File: src/rtl/pnhc_pkg.sv
// Shared types, constants and hash step functions of the nonce hash checker.
package pnhc_pkg;

  // Message layout
  localparam int CHAL_WORDS  = 4;
  localparam int CHAL_BYTES  = 32;
  localparam int NONCE_BYTES = 8;

  // Configuration port
  localparam int CFG_INDEX_W = 3;
  localparam int CFG_DATA_W  = 64;

  typedef enum logic [CFG_INDEX_W-1:0] {
    CFG_CHALLENGE_0    = 3'd0,
    CFG_CHALLENGE_1    = 3'd1,
    CFG_CHALLENGE_2    = 3'd2,
    CFG_CHALLENGE_3    = 3'd3,
    CFG_REQUIRED_ZEROS = 3'd4
  } cfg_index_t;

  localparam logic [8:0] REQ_ZEROS_RESET = 9'd20;

  // Lane constants; lane A multiplier 2^40 + 0x1b3 is applied as shifts
  localparam logic [63:0] LANE_A_INIT    = 64'hcbf29ce484222325;
  localparam logic [63:0] LANE_B_INIT    = 64'h00000100000001b3;
  localparam logic [63:0] LANE_B_MUL     = 64'hcbf29ce484222325;
  localparam logic [31:0] LANE_B_MUL_LO  = LANE_B_MUL[31:0];
  localparam logic [31:0] LANE_B_MUL_HI  = LANE_B_MUL[63:32];

  // Input word
  typedef struct packed {
    logic        kind;
    logic [63:0] nonce;
    logic [63:0] claimed_hash_0;
    logic [63:0] claimed_hash_1;
    logic [63:0] claimed_hash_2;
    logic [63:0] claimed_hash_3;
    logic [63:0] claimed_challenge_0;
    logic [63:0] claimed_challenge_1;
    logic [63:0] claimed_challenge_2;
    logic [63:0] claimed_challenge_3;
  } in_word_t;

  // Result word
  typedef struct packed {
    logic [63:0] digest_0;
    logic [63:0] digest_1;
    logic [63:0] digest_2;
    logic [63:0] digest_3;
    logic [8:0]  zero_bits;
    logic        meets_difficulty;
    logic        solution_valid;
  } out_word_t;

  // Both lane states
  typedef struct packed {
    logic [63:0] a;
    logic [63:0] b;
  } lane_t;

  // Lane A already stepped, lane B held as partial products
  typedef struct packed {
    logic [63:0] a;
    logic [63:0] lo;
    logic [31:0] c1;
    logic [31:0] c2;
  } mul_t;

  // Per-word context carried alongside the lanes
  typedef struct packed {
    logic                  kind;
    logic                  ch_ok;
    logic [63:0]           nonce;
    logic [3:0][63:0]      claimed_hash;
  } ctx_t;

  // Hash pipeline result handed to the scoring stages
  typedef struct packed {
    lane_t lanes;
    ctx_t  ctx;
  } hp_t;

  // Lane A: xor byte, multiply by 2^40 + 0x1b3
  function automatic logic [63:0] lane_a_step(input logic [63:0] a, input logic [7:0] by);
    logic [63:0] x;
    x = a ^ {56'd0, by};
    return (x << 40) + (x << 8) + (x << 7) + (x << 5) + (x << 4) + (x << 1) + x;
  endfunction

  // First half of a byte step: lane A complete, lane B partial products
  function automatic mul_t lane_mul(input lane_t l, input logic [7:0] by);
    mul_t        m;
    logic [63:0] x;
    x    = l.b ^ {56'd0, by};
    m.a  = lane_a_step(l.a, by);
    m.lo = x[31:0] * LANE_B_MUL_LO;
    m.c1 = x[63:32] * LANE_B_MUL_LO;
    m.c2 = x[31:0] * LANE_B_MUL_HI;
    return m;
  endfunction

  // Second half of a byte step: gather lane B partial products mod 2^64
  function automatic lane_t lane_sum(input mul_t m);
    lane_t l;
    l.a = m.a;
    l.b = m.lo + {m.c1 + m.c2, 32'd0};
    return l;
  endfunction

  // Leading zeros of a byte, MSB first; 8 for zero
  function automatic logic [3:0] clz_byte(input logic [7:0] b);
    logic [3:0] z;
    logic       hit;
    z   = 4'd0;
    hit = 1'b0;
    for (int i = 7; i >= 0; i--) begin
      if (!hit) begin
        if (b[i]) hit = 1'b1;
        else      z = z + 4'd1;
      end
    end
    return z;
  endfunction

  // Leading zeros of a digest word, low byte first; 64 for zero
  function automatic logic [6:0] clz_word(input logic [63:0] w);
    logic [6:0] z;
    logic       hit;
    z   = 7'd0;
    hit = 1'b0;
    for (int k = 0; k < 8; k++) begin
      if (!hit) begin
        if (w[8*k +: 8] == 8'd0) begin
          z = z + 7'd8;
        end else begin
          z   = z + {3'd0, clz_byte(w[8*k +: 8])};
          hit = 1'b1;
        end
      end
    end
    return z;
  endfunction

endpackage

File: src/rtl/pnhc_prefix.sv
// Sequential hash of the 32 challenge bytes into the lane state the nonce starts from.
module pnhc_prefix (
  input  logic                  clk,
  input  logic                  rst_n,
  input  logic                  restart,
  input  logic [3:0][63:0]      challenge,
  output pnhc_pkg::lane_t       lanes,
  output logic                  busy
);

  localparam int CNT_W = $clog2(pnhc_pkg::CHAL_BYTES + 1);

  logic [CNT_W-1:0] cnt_r;
  logic             phase_r;
  pnhc_pkg::lane_t  lane_r;
  pnhc_pkg::mul_t   mul_r;
  pnhc_pkg::mul_t   mul_nxt;
  logic [7:0]       byte_sel;

  assign busy  = (cnt_r != CNT_W'(pnhc_pkg::CHAL_BYTES));
  assign lanes = lane_r;

  // Pick challenge byte: word from the upper count bits, byte from the lower
  assign byte_sel = challenge[cnt_r[4:3]][{cnt_r[2:0], 3'b000} +: 8];
  assign mul_nxt  = pnhc_pkg::lane_mul(lane_r, byte_sel);

  // Each byte in two halves: partial products, then gather
  always_ff @(posedge clk) begin
    if (!rst_n || restart) begin
      cnt_r    <= '0;
      phase_r  <= 1'b0;
      lane_r.a <= pnhc_pkg::LANE_A_INIT;
      lane_r.b <= pnhc_pkg::LANE_B_INIT;
    end else if (busy) begin
      if (!phase_r) begin
        phase_r <= 1'b1;
      end else begin
        lane_r  <= pnhc_pkg::lane_sum(mul_r);
        cnt_r   <= cnt_r + CNT_W'(1);
        phase_r <= 1'b0;
      end
    end
  end

  // Hold partial products between the two halves
  always_ff @(posedge clk) begin
    if (busy && !phase_r) begin
      mul_r <= mul_nxt;
    end
  end

endmodule

File: config.mk
export PLATFORM = sky130hd
export DESIGN_NAME = pnhc_prefix
export DESIGN_NICKNAME = d
export VERILOG_FILES = /design/src/rtl/pnhc_pkg.sv /design/src/rtl/pnhc_prefix.sv
export SDC_FILE = /design/constraint.sdc
export NUM_CORES = 2
export LEC_CHECK = 0
export BUFFER_PORTS_ARGS = -buffer_cell sky130_fd_sc_hd__buf_2
export CORE_ASPECT_RATIO = 1.5
export CORE_UTILIZATION = 40
export DETAILED_ROUTE_END_ITERATION = 12
export GPL_TIMING_DRIVEN = 1
export HOLD_SLACK_MARGIN = 0.15
export PLACE_DENSITY_LB_ADDON = 0.05
export SLEW_MARGIN = 5
export SYNTH_ARGS = -nofsm -noshare
export SYNTH_HDL_FRONTEND = slang
export SYNTH_SLANG_ARGS = --single-unit
File: constraint.sdc
create_clock -name clk -period 32.3 [get_ports clk]
set_input_delay 3.23 -clock clk [delete_from_list [all_inputs] [get_ports clk]]
set_output_delay 3.23 -clock clk [all_outputs]
set_load 0.01 [all_outputs]
-- After elaboration in Yosys (flattened, before gate mapping)
Cells that the tools add are included.
- register bits: 325
- bits in latches: 0
- memory bits (writable): 0
- ROM bits: 0
- bits of input ports: 259
- output and inout port bits: 129
- word-level logic and storage cells: 33
- memories kept: 0
- add/sub/neg operators: 9
- $mul: 3
- div/mod/pow operators: 0
- $lt $le $gt $ge: 1
- eq/ne operators: 1
- shift operators: 1
- multiplexer cells: 3
- bitwise gates (word level): 2
- reductions and logical operators: 5
- operators by type and width (kind ; count):
    $add A64 B64 Y64 ; 7
    $bmux W64 S2 ; 1
    $xor A64 B8 Y64 ; 2
    $mul A32 B32 Y64 const B ; 1
    $mux W64 ; 1
    $shiftx A64 B7 Y8 ; 1
    $add A32 B32 Y32 ; 1
    $mul A32 B30 Y30 const B ; 1
    $mul A32 B32 Y32 const B ; 1
    $add A6 B1 Y6 const B ; 1
    $ne A6 B6 Y1 const B ; 1
    $lt A2 B3 Y1 const B ; 1
    $logic_not A1 Y1 ; 2
    $reduce_and A2 Y1 ; 1
    $logic_and A1 B1 Y1 ; 1
    $logic_or A1 B1 Y1 ; 1
    $mux W1 ; 1

-- Logic depth before layout (Yosys ltp)
- word-level depth: 10
- gate-level depth with buffers: 35
- depth with buffers taken out: 30

-- Least setup slack after synthesis
No wires, ideal clock.
- path type: register to register
- start: reg cnt_r[0]
- end: reg mul_r[100] (netlist bit) (enable)
- setup time: 0.799 ns
- arrival time: 10.473 ns
- required time: 31.501 ns
- setup slack: 21.027 ns
- cell stages (with the launch flop): 7
- path buffers: 2
- clock period less this slack: 11.273 ns
- path through: dfxtp_1 -> clkbuf_1 -> clkbuf_1 -> inv_1 -> ha_1 -> nor4b_1 -> a21oi_1
- word-level cells in the longest chain between the ends: 2
- ends and longest elaborated chain (what ; line ; text):
    from (decl) ; pnhc_prefix.sv:13 ; logic [CNT_W-1:0] cnt_r;
    from (signal assigned) ; pnhc_prefix.sv:39 ; cnt_r <= cnt_r + CNT_W'(1);
    $ne A6 B6 Y1 ; pnhc_prefix.sv:20 ; assign busy = (cnt_r != CNT_W'(pnhc_pkg::CHAL_BYTES));
    $logic_and A1 B1 Y1 ; pnhc_prefix.sv:47 ; if (busy && !phase_r) begin
    to (signal assigned) ; pnhc_prefix.sv:48 ; mul_r <= mul_nxt;
    to (decl) ; pnhc_prefix.sv:16 ; pnhc_pkg::mul_t mul_r;
No other way between the ends.
A chain may end at the register's enable or synchronous reset.

==> run_results.csv <==
group,metric,value,unit
outcome,status,"finished clean",
critical_path,r2r_end,"mul_r[124]",
critical_path,required,32.63,ns
die,start_util,0.404,
yosys,ys_top_cells_by_area,"fa_1 28%, ha_1 23%, edfxtp_1 11%",
timing,setup_viol,0,
critical_path,r2r_start,"cnt_r[3]",
power_and_ir_drop,p_per_area,111,nW/um^2
clocking,cts-resized-gates,0,
route,vias,37500,
die,row_count,162,
route,drtIter0Drc,1552,
yosys,yosysUniqueCellTypes,97,
clocking,clk_pin_slew_worst_paths,0.07,ns
critical_path,slowest_delay,0.76,ns
critical_path,cp_top_family,"adder cells",
critical_path,cpMostUsedCell,"ha_1",
timing,clock_skew,0.0288,ns
critical_path,cp.arrival,11.68,ns
hold_path,worstHoldPathType,"reg2reg",
global_route,grt_max_degree,127,
yosys,synthFlopType,"edfxtp_1",
yosys,syn_inst,5192,
critical_path,end_kind,"flip-flop",
critical_path,start_kind,"input pin",
timing,period_needed,11.35,ns
layout,post-route-util,0.447,
timing,hold_viol_final,0,
place,placedCellCount,7272,
flow_run,cap_violations,0,
yosys,synth_seq_cells,323,
route,wl_per_cell,21.7,um
die,io_pins,388,
clocking,cts_setup_buffers,0,
layout,area.sequential,8360,um^2
critical_path,crit_fanout,16,
yosys,avgSynthCellArea,10.1,um^2
clocking,cts_made_buffers,42,
global_route,grt_pass1_vias,40500,
yosys,synth.cell_area,52400,um^2
layout,fin_area,58100,um^2
global_route,grt_first_pass_wirelength,246000,um
critical_path,r2r_slack,22.13,ns
place,portBuffers,387,
die,dieHeight,445,um
power_and_ir_drop,peakVddDrop,0.000131,V
yosys,yosys.area.top_type,"fa_1",
die,coreArea,130000,um^2
route,detail-route-antenna-nets,0,
route,wirelength,160000,um
timing,drv_slew,0,
global_route,track_usage,0.246,
power_and_ir_drop,leakage,0.0304,uW
clocking,clock_sinks,323,
layout,instances_no_fill,7352,
place,post_dp_cell_area,56700,um^2
die,die_area,133000,um^2
clocking,cts_tree,"done",
die,die_w,298,um
route,drt_pass1_iterations,6,
timing,fmax,88.1,MHz
timing,slew_headroom,0.304,
layout,multi_input_area,39200,um^2
layout,area_growth,10.7,%
timing,period_share,0.351,
yosys,synth-edff-count,188,
clocking,clockBufferDepth,3,
critical_path,cp.buffers_inverters,7,
clocking,ctsRootBufferMaster,"clkbuf_16",
global_route,grt.overflow.total,0,
clocking,ctsHoldBuffers,0,
yosys,async_flop_share,0,
hold_path,min_from,"mul_r[154]",
hold_path,hold_end,"lanes[90]",
yosys,ys_seq_area_frac,0.159,
layout,n_fill_cell,12700,
place,gp_congestion,0.889,
global_route,antenna_found_initial,6,
critical_path,worst_r2r_path_depth,29,
timing,rsz0062_at_grt,"false",
critical_path,crit_slowest_cell,"a211oi_1",
yosys,syn-num-nets,7145,
yosys,synth_top_area_frac,0.275,
clocking,htree_num_levels,2,
clocking,clock_latency,0.60,ns
layout,drive_gt1_frac,0.116,
timing,tightest_slew,1.04,ns
layout,nets,7547,
yosys,yosys_warnings,0,
route,drc_errors,0,
hold_path,hold_depth,2,
place,hpwl,133000,um
timing,tns,0,ns
critical_path,crit_type,"in2reg",
route,vias_per_cell,5.10,
[Yosys cell counts, types with 7 or more instances]
cell type / number
nand4_1: 19
o211ai_1: 13
nor3_1: 43
mux2i_1: 7
o21ai_0: 121
and3_1: 19
a21o_1: 72
clkbuf_1: 58
nand3_1: 86
or3_1: 8
a211o_1: 7
a211oi_1: 21
dfxtp_1: 135
o2111ai_1: 8
a21oi_1: 286
mux4_2: 80
xnor2_1: 207
o21bai_1: 28
edfxtp_1: 188
o31ai_1: 9
nand2_1: 351
buf_1: 9
a311oi_1: 7
nor2b_1: 25
fa_1: 721
buf_4: 8
nor2_1: 147
xor2_1: 78
inv_1: 1216
and2_1: 21
ha_1: 973
o21a_1: 34
nand2b_1: 20
a31oi_1: 20
[metal layers]
layer  vias to the layer above  share of wire  track usage
met5                         -        0.00013            0
met4                         4          0.021       0.0502
met2                       537           0.54        0.468
met3                       142          0.029       0.0232
li1                      17800              -            -
met1                     19000           0.41        0.296
[how the worst max path moves through the flow]
stage	depth (start not counted)	slack (ns)	from	to
3_3_place_gp	29	20.19	challenge[98]	mul_r[124]
3_5_place_dp	29	20.18	challenge[98]	mul_r[124]
6_report	29	20.95	challenge[98]	mul_r[124]
2_1_floorplan	6	21.03	cnt_r[0]	mul_r[100]
4_1_cts	29	20.79	challenge[98]	mul_r[124]
5_1_grt	29	20.42	challenge[98]	mul_r[124]
[flip-flops by register name, indices dropped and copies added, names as in the netlist]
name,flops
lanes,128
mul_r,188
phase_r,1
cnt_r,6
[cell usage in the layout (no fill, tap or decap), types with 86 or more instances in the layout]
cell type,netlist,layout
nand3_1,86,86
dfxtp_1,135,131
inv_1,1216,1216
nor2_1,147,147
buf_2,6,387
o21ai_0,121,121
edfxtp_1,188,188
nand2_1,351,350
ha_1,973,973
fa_1,721,721
xnor2_1,207,202
a21oi_1,286,285
[tightest hold or removal path, stage by stage (launching register included)]
cell and delay, ns:
edfxtp_1 0.32, nand2_1 0.04, nand3_1 0.07
[power by group]
group / switching (uW) / leakage (uW) / internal (uW) / total [uW]
registers: 89.9 / 0.00306 / 768 / 858
logic: 2960 / 0.0267 / 2110 / 5070
clock network: 208 / 0.000677 / 279 / 487
total: 3260 / 0.0304 / 3160 / 6420
[cell families after synthesis]
group	after synthesis	share of synthesized area
AND/OR/NAND/NOR	777	0.0667
XOR/XNOR	285	0.0476
multiplexers	89	0.0364
buffers and inverters	1308	0.0952
adder cells (fa/ha/maj)	1694	0.507
flip-flops	323	0.159
AO/OA/AOI/OAI	716	0.0873
[cell type report]
type / count / area share
sequential: 323 / 0.144
antenna: 2 / 0.0000862
timing repair buffer: 447 / 0.0413
inverter: 1219 / 0.0788
multi-input combinational: 3561 / 0.675
tap: 1722 / 0.0371
clock inverter: 26 / 0.00377
clock buffer: 52 / 0.0204
[metrics by stage]
step | power [uW] | hold slack (ns) | worst slack, ns
global route | 7160 | 0.473 | 20.42
finish | 6420 | 0.444 | 20.95
global placement | 5990 | 0.436 | 20.19
CTS | 6540 | 0.452 | 20.79
floorplan | 4580 | 0.433 | 21.03
detailed placement | 5980 | 0.442 | 20.18
No activity file was read; power rests on OpenSTA's default activity.
