<file path="src/rtl/pnhc_pkg.sv">
// Shared types, constants and hash step functions of the nonce hash checker.
package pnhc_pkg;

  // Message layout
  localparam int CHAL_WORDS  = 4;
  localparam int CHAL_BYTES  = 32;
  localparam int NONCE_BYTES = 8;

  // Configuration port
  localparam int CFG_INDEX_W = 3;
  localparam int CFG_DATA_W  = 64;

  typedef enum logic [CFG_INDEX_W-1:0] {
    CFG_CHALLENGE_0    = 3'd0,
    CFG_CHALLENGE_1    = 3'd1,
    CFG_CHALLENGE_2    = 3'd2,
    CFG_CHALLENGE_3    = 3'd3,
    CFG_REQUIRED_ZEROS = 3'd4
  } cfg_index_t;

  localparam logic [8:0] REQ_ZEROS_RESET = 9'd20;

  // Lane constants; lane A multiplier 2^40 + 0x1b3 is applied as shifts
  localparam logic [63:0] LANE_A_INIT    = 64'hcbf29ce484222325;
  localparam logic [63:0] LANE_B_INIT    = 64'h00000100000001b3;
  localparam logic [63:0] LANE_B_MUL     = 64'hcbf29ce484222325;
  localparam logic [31:0] LANE_B_MUL_LO  = LANE_B_MUL[31:0];
  localparam logic [31:0] LANE_B_MUL_HI  = LANE_B_MUL[63:32];

  // Input word
  typedef struct packed {
    logic        kind;
    logic [63:0] nonce;
    logic [63:0] claimed_hash_0;
    logic [63:0] claimed_hash_1;
    logic [63:0] claimed_hash_2;
    logic [63:0] claimed_hash_3;
    logic [63:0] claimed_challenge_0;
    logic [63:0] claimed_challenge_1;
    logic [63:0] claimed_challenge_2;
    logic [63:0] claimed_challenge_3;
  } in_word_t;

  // Result word
  typedef struct packed {
    logic [63:0] digest_0;
    logic [63:0] digest_1;
    logic [63:0] digest_2;
    logic [63:0] digest_3;
    logic [8:0]  zero_bits;
    logic        meets_difficulty;
    logic        solution_valid;
  } out_word_t;

  // Both lane states
  typedef struct packed {
    logic [63:0] a;
    logic [63:0] b;
  } lane_t;

  // Lane A already stepped, lane B held as partial products
  typedef struct packed {
    logic [63:0] a;
    logic [63:0] lo;
    logic [31:0] c1;
    logic [31:0] c2;
  } mul_t;

  // Per-word context carried alongside the lanes
  typedef struct packed {
    logic                  kind;
    logic                  ch_ok;
    logic [63:0]           nonce;
    logic [3:0][63:0]      claimed_hash;
  } ctx_t;

  // Hash pipeline result handed to the scoring stages
  typedef struct packed {
    lane_t lanes;
    ctx_t  ctx;
  } hp_t;

  // Lane A: xor byte, multiply by 2^40 + 0x1b3
  function automatic logic [63:0] lane_a_step(input logic [63:0] a, input logic [7:0] by);
    logic [63:0] x;
    x = a ^ {56'd0, by};
    return (x << 40) + (x << 8) + (x << 7) + (x << 5) + (x << 4) + (x << 1) + x;
  endfunction

  // First half of a byte step: lane A complete, lane B partial products
  function automatic mul_t lane_mul(input lane_t l, input logic [7:0] by);
    mul_t        m;
    logic [63:0] x;
    x    = l.b ^ {56'd0, by};
    m.a  = lane_a_step(l.a, by);
    m.lo = x[31:0] * LANE_B_MUL_LO;
    m.c1 = x[63:32] * LANE_B_MUL_LO;
    m.c2 = x[31:0] * LANE_B_MUL_HI;
    return m;
  endfunction

  // Second half of a byte step: gather lane B partial products mod 2^64
  function automatic lane_t lane_sum(input mul_t m);
    lane_t l;
    l.a = m.a;
    l.b = m.lo + {m.c1 + m.c2, 32'd0};
    return l;
  endfunction

  // Leading zeros of a byte, MSB first; 8 for zero
  function automatic logic [3:0] clz_byte(input logic [7:0] b);
    logic [3:0] z;
    logic       hit;
    z   = 4'd0;
    hit = 1'b0;
    for (int i = 7; i >= 0; i--) begin
      if (!hit) begin
        if (b[i]) hit = 1'b1;
        else      z = z + 4'd1;
      end
    end
    return z;
  endfunction

  // Leading zeros of a digest word, low byte first; 64 for zero
  function automatic logic [6:0] clz_word(input logic [63:0] w);
    logic [6:0] z;
    logic       hit;
    z   = 7'd0;
    hit = 1'b0;
    for (int k = 0; k < 8; k++) begin
      if (!hit) begin
        if (w[8*k +: 8] == 8'd0) begin
          z = z + 7'd8;
        end else begin
          z   = z + {3'd0, clz_byte(w[8*k +: 8])};
          hit = 1'b1;
        end
      end
    end
    return z;
  endfunction

endpackage

</file>
<file path="src/rtl/pnhc_score.sv">
// Digest fold, leading zero count, difficulty and solution checks over three stages.
module pnhc_score (
  input  logic                 clk,
  input  logic                 rst_n,
  input  logic                 up_valid,
  output logic                 up_ready,
  input  pnhc_pkg::hp_t        up_word,
  input  logic [8:0]           req_zeros,
  output logic                 dn_valid,
  input  logic                 dn_ready,
  output pnhc_pkg::out_word_t  dn_word
);

  logic             v1_r, v2_r, v3_r;
  logic             en1, en2, en3;
  logic [3:0][63:0] dig1_r, dig1_nxt;
  logic             chk1_r, chk1_nxt;
  logic [3:0][63:0] dig2_r;
  logic [3:0][6:0]  zw2_r, zw2_nxt;
  logic             chk2_r;
  pnhc_pkg::out_word_t out_r, out_nxt;
  logic [8:0]       zb;
  logic             meets;

  // Stage enables, last stage is the output register
  assign en3      = !v3_r || dn_ready;
  assign en2      = !v2_r || en3;
  assign en1      = !v1_r || en2;
  assign up_ready = en1;
  assign dn_valid = v3_r;
  assign dn_word  = out_r;

  // Fold lanes into the digest; check kind, challenge and claimed hash
  always_comb begin
    dig1_nxt[0] = up_word.lanes.a;
    dig1_nxt[1] = up_word.lanes.b;
    dig1_nxt[2] = up_word.lanes.a ^ up_word.lanes.b;
    dig1_nxt[3] = up_word.lanes.b ^ {32'd0, dig1_nxt[2][63:32]};
    chk1_nxt    = up_word.ctx.kind && up_word.ctx.ch_ok &&
                  (dig1_nxt == up_word.ctx.claimed_hash);
  end

  // Count leading zeros per digest word
  always_comb begin
    for (int k = 0; k < 4; k++) begin
      zw2_nxt[k] = pnhc_pkg::clz_word(dig1_r[k]);
    end
  end

  // Join word counts: a full word of zeros shows as bit 6 set
  always_comb begin
    if (!zw2_r[0][6])      zb = {2'd0, zw2_r[0]};
    else if (!zw2_r[1][6]) zb = 9'd64 + {2'd0, zw2_r[1]};
    else if (!zw2_r[2][6]) zb = 9'd128 + {2'd0, zw2_r[2]};
    else                   zb = 9'd192 + {2'd0, zw2_r[3]};
    meets = (zb >= req_zeros);
    out_nxt.digest_0         = dig2_r[0];
    out_nxt.digest_1         = dig2_r[1];
    out_nxt.digest_2         = dig2_r[2];
    out_nxt.digest_3         = dig2_r[3];
    out_nxt.zero_bits        = zb;
    out_nxt.meets_difficulty = meets;
    out_nxt.solution_valid   = meets && chk2_r;
  end

  // Advance valid bits
  always_ff @(posedge clk) begin
    if (!rst_n) begin
      v1_r <= 1'b0;
      v2_r <= 1'b0;
      v3_r <= 1'b0;
    end else begin
      if (en1) v1_r <= up_valid;
      if (en2) v2_r <= v1_r;
      if (en3) v3_r <= v2_r;
    end
  end

  // Payload stages
  always_ff @(posedge clk) begin
    if (en1) begin
      dig1_r <= dig1_nxt;
      chk1_r <= chk1_nxt;
    end
    if (en2) begin
      dig2_r <= dig1_r;
      zw2_r  <= zw2_nxt;
      chk2_r <= chk1_r;
    end
    if (en3) begin
      out_r <= out_nxt;
    end
  end

endmodule

</file>
<file path="config.mk">
export PLATFORM = sky130hd
export DESIGN_NAME = pnhc_score
export DESIGN_NICKNAME = d
export VERILOG_FILES = /design/src/rtl/pnhc_pkg.sv /design/src/rtl/pnhc_score.sv
export SDC_FILE = /design/constraint.sdc
export NUM_CORES = 1
export LEC_CHECK = 0
export BUFFER_PORTS_ARGS = -buffer_cell sky130_fd_sc_hd__buf_2
export CAP_MARGIN = 5
export CORE_MARGIN = 3
export CORE_UTILIZATION = 40
export CTS_CLUSTER_DIAMETER = 120
export CTS_CLUSTER_SIZE = 8
export DETAILED_ROUTE_END_ITERATION = 16
export GPL_TIMING_DRIVEN = 1
export PLACE_DENSITY_LB_ADDON = 0.15
export SYNTH_ARGS = -nofsm -noshare
export SYNTH_HDL_FRONTEND = slang
export SYNTH_SLANG_ARGS = --single-unit
</file>
<file path="constraint.sdc">
create_clock -name clk -period 13.25 [get_ports clk]
set_clock_uncertainty 0.1 [all_clocks]
set_input_delay 2.65 -clock clk [delete_from_list [all_inputs] [get_ports clk]]
set_output_delay 2.65 -clock clk [all_outputs]
set_load 0.01 [all_outputs]
</file>
### Word-level counts from Yosys, hierarchy flattened

Cells that the tools add are included.

* register bits after elaboration: 812
* input bits: 463
* output and inout port bits: 269
* word-level logic and storage cells: 2259

* add/subtract/negate cells: 283
* magnitude comparators: 1
* eq/ne operators: 1
* multiplexer cells: 1907
* bitwise operators: 2
* reduce and logical (&&, ||, !) cells: 41

Operator list (count)
* $mux 4: 928
* $mux 1: 920
* $add 4x1->4 const B: 224
* $mux 7: 56
* $eq 256x256->1: 1
* $logic_not 8->1: 32
* $add 7x4->7: 28
* $add 7x4->7 const B: 28
* $xor 64x32->64: 1
* $xor 64x64->64: 1
* $mux 9: 3
* $add 8x7->9 const A: 2
* $ge 9x9->1: 1
* $add 7x7->8 const A: 1
* $logic_and 1x1->1: 3
* $logic_not 1->1: 3
* $logic_or 1x1->1: 3

### Longest topological paths before layout

* depth after elaboration: 59
* depth in mapped cells: 56
* depth with buffers taken out: 56

### Worst setup path after synthesis

No wires, ideal clock.

* kind: input-to-output
* from: input dn_ready
* to: output up_ready
* arrival: 7.966 ns
* required time: 10.500 ns
* setup slack: 2.534 ns
* stages: 2
* path buffers: 0
* path through: nor2b_1 > nand3_1

* longest elaborated chain between the ends: 3

RTL lines
* from (decl): line pnhc_score.sv:10 `input logic dn_ready,`
* $logic_or 1x1->1: line pnhc_score.sv:26 `assign en3 = !v3_r || dn_ready;`
* $logic_or 1x1->1: line pnhc_score.sv:27 `assign en2 = !v2_r || en3;`
* $logic_or 1x1->1: line pnhc_score.sv:28 `assign en1 = !v1_r || en2;`
* to (decl): line pnhc_score.sv:6 `output logic up_ready,`

Every way passes these cells.

==> results.toml <==
[power]
p_comb_share_pct = 15.9
total_power_mw = 6.08
powerDensity_nw_per_um2 = 122
seqPwrFrac_pct = 47.0
p_leak_nw = 21.7
vdd_drop_max_v = 0.000100
internal_power_mw = 4.40
p_clk_share_pct = 37.1
switching_power_mw = 1.68
p_sw_share_pct = 27.6

[synth]
syn-num-nets = 4444
yosys_warnings = 0
yosysMostFrequentCell = "edfxtp_1"
synth.area.top_cells = "edfxtp_1 51%, ha_1 8.5%, xnor2_1 5.3%"
synth_top_area_share_pct = 50.7
async_flop_share_pct = 0
yosys-top-cells-count = "713 x edfxtp_1, 291 x nor2_1, 287 x ha_1, 255 x xnor2_1, 238 x xor2_1"
synth-seq-cells = 716
synth_edf_count = 713
syn_area_um2 = 42300
synth-main-ff-cell = "edfxtp_1"
synth_top_cell_by_area = "edfxtp_1"
avgSynthCellArea_um2 = 11.5
syn_inst = 3666
synth-seq-area-share_pct = 50.8
synth.distinct_cells = 82

[clock_tree]
cts_buffer_depth = 3
clock_latency_ps = 700
cts.clk_slew.worst_paths_ps = 60
cts_buffers = 99
cts-root-buf = "clkbuf_16"
post_cts_buffers = 0
holdBufCountCts = 0
cts_tree = "done"
htree_levels = 3
cts.sinks = 716
cts_resized = 0

[sta]
setup-tns-final_ps = 0
hold_violations = 0
fmax_ghz = 0.0820
rsz0062_at_grt = "no"
setup_viol_count_final = 0
relSlewSlack_pct = 20.8
tightest_slew_ps = 1180
period_share_pct = 92.0
final_max_slew_viol_count = 0
final.min_clock_period_ps = 12190

[global_routing]
grt_pass1_wl_um = 229000
globalRouteMet2Util_pct = 46.2
top_usage_layer = "met2"
grt_max_degree = 126
grt_use_met3_pct = 8.15
grt.overflow.total = 0
grt_pass1_vias = 30600
grt_antenna_before_repair = 50
gr-usage-met1_pct = 40.3
grtUsageTotal_pct = 30.3

[route]
drt_wl_total_um = 170000
drc = 0
antenna_left = 0
via_per_inst = 5.61
avgRoutedWirePerCell_um = 29.3
first_pass_iters = 6
vias = 32600
drt_iter0_markers = 3348

[setup_path]
crit_type = "flip-flop to flip-flop"
crit_required_ps = 13580
crit_path_top_delay_cell = "nor4_1"
worst_setup_path_start_kind = "flip-flop"
cp_max_fo = 6
crit_top_cell = "ha_1"
cp.arrival_ps = 12520
path_buf_inv = 1
critical-path-top-delay-family = "adder cells"
endpoint_kind = "flip-flop"
slowest_delay_ps = 610

[floorplan]
core_area_um2 = 104000
chipHeight_um = 331
num_rows = 118
start_util_pct = 40.5
die_w_um = 331
dieArea_um2 = 110000
ios = 732

[hold_path]
hp-class = "flip-flop to flip-flop"

[final_layout]
stdcell_area_um2 = 49900
layout.nets = 5175
syn_to_final_growth_pct = 18.2
drive_above_1_share_pct = 21.3
seq_area_um2 = 21500
fin_util_pct = 47.9
multiInputGateArea_um2 = 19600
nFillCells = 9722

[run]
max_cap_viol_count = 0

[status]
status = "finished clean"

[placement]
gp_congestion = 0.962
portBuffers = 667
dpl_cell_area_um2 = 47300
hpwl_um = 141000
[power groups by stage]
stage	Sequential, mW	Combinational (mW)	Clock [mW]
finish	2.85	0.968	2.25
global route	2.87	1.04	2.40
CTS	2.85	0.959	2.31
detailed placement	2.90	0.954	0
global placement	2.89	0.943	0
floorplan	2.87	0.479	0
[worst reg2reg max path, delay by kind of cell (launching register included)]
family	cells	cell delay [ps]
compound gates	18	3240
xor+xnor	6	980
mux	4	550
fa+ha+maj	12	3900
simple gates	12	2590
flops	1	440
buf+inv	1	150
[layer usage]
layer | share of wire, % | up-vias
li1 | - | 14800
met1 | 41 | 15900
met2 | 44 | 1513
met3 | 10 | 319
met4 | 5.1 | 28
met5 | 0.11 | -
[final timing paths]
| path | from | to | slack (ps) | depth (start not counted) |
|---|---|---|---|---|
| setup reg to reg | dig1_r[7]$_DFFE_PP_ | zw2_r[6]$_DFFE_PP_ | 1060 | 53 |
| setup / recovery | dig1_r[7]$_DFFE_PP_ | zw2_r[6]$_DFFE_PP_ | 1060 | 53 |
| hold / removal | dig2_r[148]$_DFFE_PP_ | dn_word[95]$_DFFE_PP_ | 300 | 0 |
| hold reg to reg | dig2_r[148]$_DFFE_PP_ | dn_word[95]$_DFFE_PP_ | 300 | 0 |
[metrics by stage]
stage | hold slack, ps | instances | worst slack [ps]
finish | 304 | 5807 | 1060
global route | 317 | 5787 | 305
CTS | 307 | 5783 | 1130
detailed placement | 305 | 5676 | 1160
global placement | 301 | 5676 | 1340
floorplan | 300 | 3666 | 2530
[layout make-up]
class,instances,area share (%)
sequential,716,43.0
multi-input combinational,2644,39.2
timing repair buffer,706,7.32
clock buffer,102,5.07
tap,1380,3.46
inverter,230,1.74
clock inverter,5,0.133
antenna,24,0.120
[flip-flops by register name, indices dropped and copies added, names as in the netlist]
name	count
dn_word	235
dig1_r	224
dig2_r	224
zw2_r	28
chk1_r	1
chk2_r	1
dn_valid	1
v1_r	1
v2_r	1
[cells by family (layout without fill, tap and decap cells)]
family / after synthesis / count (layout) / synth area share [%]
other cells: 0 / 24 / 0
compound gates: 708 / 708 / 11.0
flops: 716 / 716 / 50.8
mux: 122 / 122 / 3.06
fa+ha+maj: 315 / 315 / 9.82
xor+xnor: 494 / 494 / 10.3
buf+inv: 306 / 1043 / 3.05
simple gates: 1005 / 1005 / 12.0
[cell usage in the layout (no fill, tap or decap), drive strengths merged, types with 61 or more instances in the layout]
| master | instances |
|---|---|
| nor2 | 295 |
| xnor2 | 256 |
| nand2 | 217 |
| xor2 | 238 |
| clkbuf | 102 |
| o21ai | 108 |
| inv | 232 |
| a21o | 88 |
| buf | 706 |
| nor3 | 64 |
| mux2i | 63 |
| edfxtp | 713 |
| a21oi | 217 |
| nand3 | 61 |
| nor2b | 80 |
| ha | 287 |
Note: power is estimated with default switching activity, not from simulation.
